File: config.mk
export PLATFORM = sky130hd
export DESIGN_NAME = sorted_insert_search_table
export DESIGN_NICKNAME = d
export VERILOG_FILES = /design/src/hdl/sist_pkg.sv /design/src/hdl/sist_cell.sv /design/src/hdl/sorted_insert_search_table.sv
export SDC_FILE = /design/constraint.sdc
export NUM_CORES = 2
export LEC_CHECK = 0
export BUFFER_PORTS_ARGS = -buffer_cell sky130_fd_sc_hd__buf_2
export CORE_ASPECT_RATIO = 0.9
export CORE_MARGIN = 3
export CORE_UTILIZATION = 60
export DETAILED_ROUTE_END_ITERATION = 10
export PLACE_DENSITY = 0.76
export SLEW_MARGIN = 30
export SYNTH_ARGS = -nofsm -noshare
export SYNTH_HDL_FRONTEND = slang
export SYNTH_SLANG_ARGS = --single-unit
File: constraint.sdc
create_clock -name clk -period 5.3 [get_ports clk]
set_clock_uncertainty 0.1 [all_clocks]
set_input_delay 0 -clock clk [delete_from_list [all_inputs] [get_ports clk]]
set_output_delay 0 -clock clk [all_outputs]
set_load 0.01 [all_outputs]
File: src/hdl/sist_pkg.sv
// Shared types and constants of the sorted insert and search table.
package sist_pkg;

  localparam int DEF_CAPACITY = 16;
  localparam int MAX_CAPACITY = 1024;
  localparam int POS_W        = $clog2(MAX_CAPACITY + 1);
  localparam int OUT_W        = 5;
  localparam int VAL_W        = 32;

  localparam logic CMD_INSERT = 1'b0;
  localparam logic CMD_SEARCH = 1'b1;

  // Word travelling down the cell chain.
  typedef struct packed {
    logic                    active;
    logic                    cmd;
    logic                    done;
    logic                    placed;
    logic                    found;
    logic [POS_W-1:0]        pos;
    logic signed [VAL_W-1:0] value;
  } token_t;

endpackage

File: src/hdl/sist_cell.sv
// One table slot: holds an entry and handles the word passing through it.
module sist_cell #(
  parameter int CAPACITY = sist_pkg::DEF_CAPACITY,
  parameter int IDX      = 0,
  parameter int CW       = $clog2(CAPACITY + 1)
) (
  input  logic            clk,
  input  logic            rst,
  input  logic [CW-1:0]   count,
  input  sist_pkg::token_t tin,
  output sist_pkg::token_t tout
);
  import sist_pkg::*;

  logic signed [VAL_W-1:0] entry;
  logic signed [VAL_W-1:0] entry_next;
  logic                    entry_we;
  logic                    slot_valid;
  token_t                  tout_next;

  assign slot_valid = count > CW'(IDX);

  always_comb begin
    tout_next  = tin;
    entry_next = tin.value;
    entry_we   = 1'b0;
    if (tin.active && !tin.done) begin
      if (tin.cmd == CMD_INSERT) begin
        if (!slot_valid) begin
          // first free slot: drop the word here
          entry_we         = 1'b1;
          tout_next.done   = 1'b1;
          tout_next.placed = 1'b1;
        end else if (!(entry < tin.value)) begin
          // swap: keep the smaller word, push the old entry up
          entry_we        = 1'b1;
          tout_next.value = entry;
        end
      end else begin
        if (!slot_valid || entry > tin.value) begin
          tout_next.done = 1'b1;
        end else if (entry == tin.value) begin
          tout_next.done  = 1'b1;
          tout_next.found = 1'b1;
          tout_next.pos   = POS_W'(IDX + 1);
        end
      end
    end
  end

  always_ff @(posedge clk) begin
    if (entry_we) begin
      entry <= entry_next;
    end
  end

  always_ff @(posedge clk) begin
    if (rst) begin
      tout.active <= 1'b0;
    end else begin
      tout.active <= tout_next.active;
    end
    tout.cmd    <= tout_next.cmd;
    tout.done   <= tout_next.done;
    tout.placed <= tout_next.placed;
    tout.found  <= tout_next.found;
    tout.pos    <= tout_next.pos;
    tout.value  <= tout_next.value;
  end

endmodule

File: src/hdl/sorted_insert_search_table.sv
// Top level of the sorted insert and search table: a chain of slot cells.
// A word is taken only while busy is low; it raises busy and walks the cell
// chain one slot per cycle. The result strobe (done) rises when it leaves the
// last slot, and busy drops at the edge that takes the result, so a new word
// is taken only after the result of the last one.
// The result cannot be stalled. Reset (rst, synchronous): table empty,
// chain drained, busy low.
module sorted_insert_search_table #(
  parameter int CAPACITY = sist_pkg::DEF_CAPACITY
) (
  input  logic                              clk,
  input  logic                              rst,
  input  logic                              start,
  output logic                              busy,
  input  logic                              cmd,
  input  logic signed [sist_pkg::VAL_W-1:0] value,
  output logic                              done,
  output logic                              accepted,
  output logic                              found,
  output logic [sist_pkg::OUT_W-1:0]        position,
  output logic [sist_pkg::OUT_W-1:0]        entry_count
);
  import sist_pkg::*;

  localparam int CW = $clog2(CAPACITY + 1);

  logic [CW-1:0] count;
  logic [CW-1:0] count_next;
  logic          busy_next;
  logic          launch;
  token_t        chain [CAPACITY+1];

  // Accept a word only when no word is walking the chain.
  assign launch = start && !busy;

  // Build the word entering slot 0. A full table marks an insert as
  // finished before it starts, so no slot takes it.
  always_comb begin
    chain[0]        = '0;
    chain[0].active = launch;
    chain[0].cmd    = cmd;
    chain[0].value  = value;
    chain[0].done   = (cmd == CMD_INSERT) && (count == CW'(CAPACITY));
  end

  for (genvar i = 0; i < CAPACITY; i++) begin : g_cell
    sist_cell #(
      .CAPACITY(CAPACITY),
      .IDX     (i),
      .CW      (CW)
    ) u_cell (
      .clk  (clk),
      .rst  (rst),
      .count(count),
      .tin  (chain[i]),
      .tout (chain[i+1])
    );
  end

  // The word leaving the last slot is the result.
  assign done        = chain[CAPACITY].active;
  assign accepted    = chain[CAPACITY].placed;
  assign found       = chain[CAPACITY].found;
  assign position    = OUT_W'(chain[CAPACITY].pos);
  assign entry_count = OUT_W'(count_next);

  always_comb begin
    count_next = count;
    if (done && chain[CAPACITY].placed) begin
      count_next = count + CW'(1);
    end
  end

  always_comb begin
    busy_next = busy;
    if (launch) begin
      busy_next = 1'b1;
    end else if (done) begin
      busy_next = 1'b0;
    end
  end

  // Hold count steady while a word walks the chain; advance it at the end.
  always_ff @(posedge clk) begin
    if (rst) begin
      count <= '0;
      busy  <= 1'b0;
    end else begin
      count <= count_next;
      busy  <= busy_next;
    end
  end

endmodule

==> impl_metrics.tcl <==
set metrics [dict create \
    grt_overflow_total 0 \
    rsz0062_at_grt "no" \
    cts_made_buffers 110 \
    final_area_um2 56230 \
    synth.avg_cell_area_um2 12.00 \
    clockRootBuffer "clkbuf_16" \
    insertion_delay_ps 690 \
    hold_viol_final 0 \
    start_util_pct 61.13 \
    diodes 0 \
    dieArea_um2 86920 \
    syn_inst 4170 \
    routed_wl_um 109800 \
    p_per_area_nw_per_um2 335.9 \
    synth_seq_cells 1129 \
    layout_setup_ws_ps 1406 \
    worstPathArrival_ps 4150 \
    cts_setup_buffers 0 \
    finalCoreUtilization_pct 68.67 \
    hold_path_depth 3 \
    drv_cap 0 \
    max_freq_mhz 256.8 \
    syn_nets 4723 \
    crit_fanout 38 \
    setup-tns-final_ps 0 \
    relSlewSlack_pct 36.64 \
    hold_path.class "in -> reg" \
    clkSinkCount 1129 \
    synth-main-ff-cell "dfxtp_1" \
    dieHeight_um 280.0 \
    crit_type "reg -> reg" \
    grt_pass1_vias 32970 \
    ctsHoldBuffers 70 \
    setup_violations 0 \
    tightest_slew_ps 943.1 \
    dp_slack_ps 1465 \
    cts_tree "built" \
    clock_tree.buffer_depth 3 \
    status "finished clean" \
    cp_slowest_cell "nor4_1" \
    final_cells 5542 \
    row_count 99 \
    yosysMostFrequentCell "dfxtp_1" \
    hpwlAfterDp_um 76740 \
    routed_via_density 5.839 \
    first_pass_iters 5 \
    drt_iter0_drc 2509 \
    dp_cells 5262 \
    crit_required_ps 5560 \
    vdd_drop_max_v 0.0003790 \
    synth_edf_count 512 \
    placed_cell_area_um2 51760 \
    synth_top_area_share_pct 30.72 \
    drv_slew 0 \
    ys_types 77 \
    netlist_area_um2 50050 \
    cts_max_level 3 \
    top_level_ports 50 \
    chipWidth_um 310.4 \
    critPathLaunchType "flip-flop" \
    synth_common_cells "dfxtp_1, inv_1, ha_1" \
    synthTopCellsByArea "edfxtp_1, dfxtp_1, ha_1, mux2_1, inv_1" \
    reg2reg_slack_ps 1410 \
    reg2reg_depth 9 \
    grt.total_usage_pct 25.61 \
    final_net_count 4887 \
    power.leakage_nw 24.43 \
    final_antenna_net_count 0 \
    clk_pin_slew_worst_paths_ps 70 \
    post_drt_wl_per_cell_um 19.81 \
    numPortBuffers 49 \
    critical_path.cell_chain "ha_1 -> buf_4 -> nand4_1 -> nor4_1 -> nand3b_1 -> and3_1 -> xnor2_1 -> o21a_1 -> buf_4" \
    ys_seq_area_share_pct 55.40 \
    worst_setup_path_end_kind "flip-flop" \
    drive_gt1_share_pct 7.967 \
    grt_pass1_wl_um 177400 \
    synth_largest_area_cell "edfxtp_1" \
    min_period_ps 3894 \
    critPathMaxStageDelay_ps 660 \
    vias 32360 \
    area_delta_synth_final_pct 12.34 \
    async_reset_ff_share_pct 0 \
    yosysWarnings 0 \
    finalCritPeriodShare_pct 73.47 \
    drc_errors 0 \
    gp_congestion 0.8746 \
    grt_max_degree 41 \
    crit_top_cell "buf_4" \
    placeableCoreArea_um2 81880 \
    antenna_found_initial 1 \
    cts_resized 0 \
]
[worst paths after layout]
kind / startpoint / endpoint
max: g_cell[12].u_cell.entry[31] / g_cell[12].u_cell.entry[28]
min: value[16] / g_cell[0].u_cell.tout[16]
max reg2reg: g_cell[12].u_cell.entry[31] / g_cell[12].u_cell.entry[28]
min reg2reg: g_cell[8].u_cell.tout[46] / g_cell[9].u_cell.tout[46]
[metal layers]
layer  wire (µm)  part of all wire, %  global-route usage (%)
met1       46710                   43                   33.05
met4        4352                  4.0                   10.39
met3        4813                  4.4                   3.366
met2       53870                   49                   43.80
met5          12                0.011                       0
[worst max-delay path, delay by kind of cell (launching register included)]
| family | cells | cell delay (ps) |
|---|---|---|
| AND/OR/NAND/NOR | 4 | 1660 |
| buffers and inverters | 2 | 680 |
| flip-flops | 1 | 400 |
| adder cells (fa/ha/maj) | 1 | 300 |
| XOR/XNOR | 1 | 260 |
| AO/OA/AOI/OAI | 1 | 160 |
[cell type report]
type                    instances  area (µm²)
repair buffers                166        1381
clock buffers                 140        2988
clock inverters                69       753.2
flip-flops and latches       1129       27730
multi-input cells            2384       19950
inverters                     543        2038
fillers                      5711       25650
well taps                    1111        1390
[report_power, final]
part           total (mW)  internal, mW  switching (mW)
Combinational        1.16         0.518           0.647
Sequential           9.70          9.43           0.278
Clock                8.02          4.61            3.40
Total                18.9          14.6            4.33
[through the flow]
step / power (mW) / hold slack (ps)
finish: 18.88 / 44.95
global route: 19.52 / 41.11
CTS: 18.99 / 4.946
detailed placement: 10.98 / 105.1
global placement: 10.93 / 104.0
floorplan: 10.56 / -72.28
[flip-flops by register name, summed over array words and instances, names as in the netlist]
name                 flops
busy                     1
count                    5
g_cell.u_cell.entry    512
g_cell.u_cell.tout     611
[kinds of logic after synthesis]
family | Yosys count | share of synthesized area (%)
flip-flops | 1129 | 55.40
AND/OR/NAND/NOR | 787 | 8.512
buffers and inverters | 657 | 5.165
XOR/XNOR | 7 | 0.1225
adder cells (fa/ha/maj) | 517 | 12.92
multiplexers | 354 | 7.957
AO/OA/AOI/OAI | 719 | 9.920
[cells in the final DEF, fill, tap and decap left out, types with 12 or more instances in the layout]
master | synthesis | routed
and2_1 | 15 | 15
dfxtp_1 | 617 | 617
clkinv_2 | 0 | 24
nand4_1 | 121 | 121
ha_1 | 517 | 517
a211oi_1 | 28 | 28
buf_4 | 8 | 40
nand3b_1 | 19 | 19
mux2_2 | 19 | 19
and4_1 | 34 | 34
bufinv_16 | 0 | 12
nor4_1 | 38 | 38
inv_1 | 542 | 542
clkbuf_1 | 61 | 20
nor2_1 | 84 | 83
nand2_1 | 220 | 220
a211o_1 | 13 | 13
buf_2 | 38 | 49
nand3_1 | 78 | 78
o211ai_1 | 15 | 15
nor3_1 | 21 | 21
a221oi_1 | 16 | 16
edfxtp_1 | 512 | 512
nor2b_1 | 38 | 38
a221o_1 | 45 | 45
a21oi_1 | 222 | 212
clkbuf_16 | 0 | 112
a21o_1 | 32 | 32
o21ai_0 | 73 | 70
mux2_1 | 332 | 332
nand2b_1 | 52 | 52
a32oi_1 | 90 | 90
dlygate4sd3_1 | 0 | 70
a22oi_1 | 95 | 95
Power figures use the tool's default switching activity.
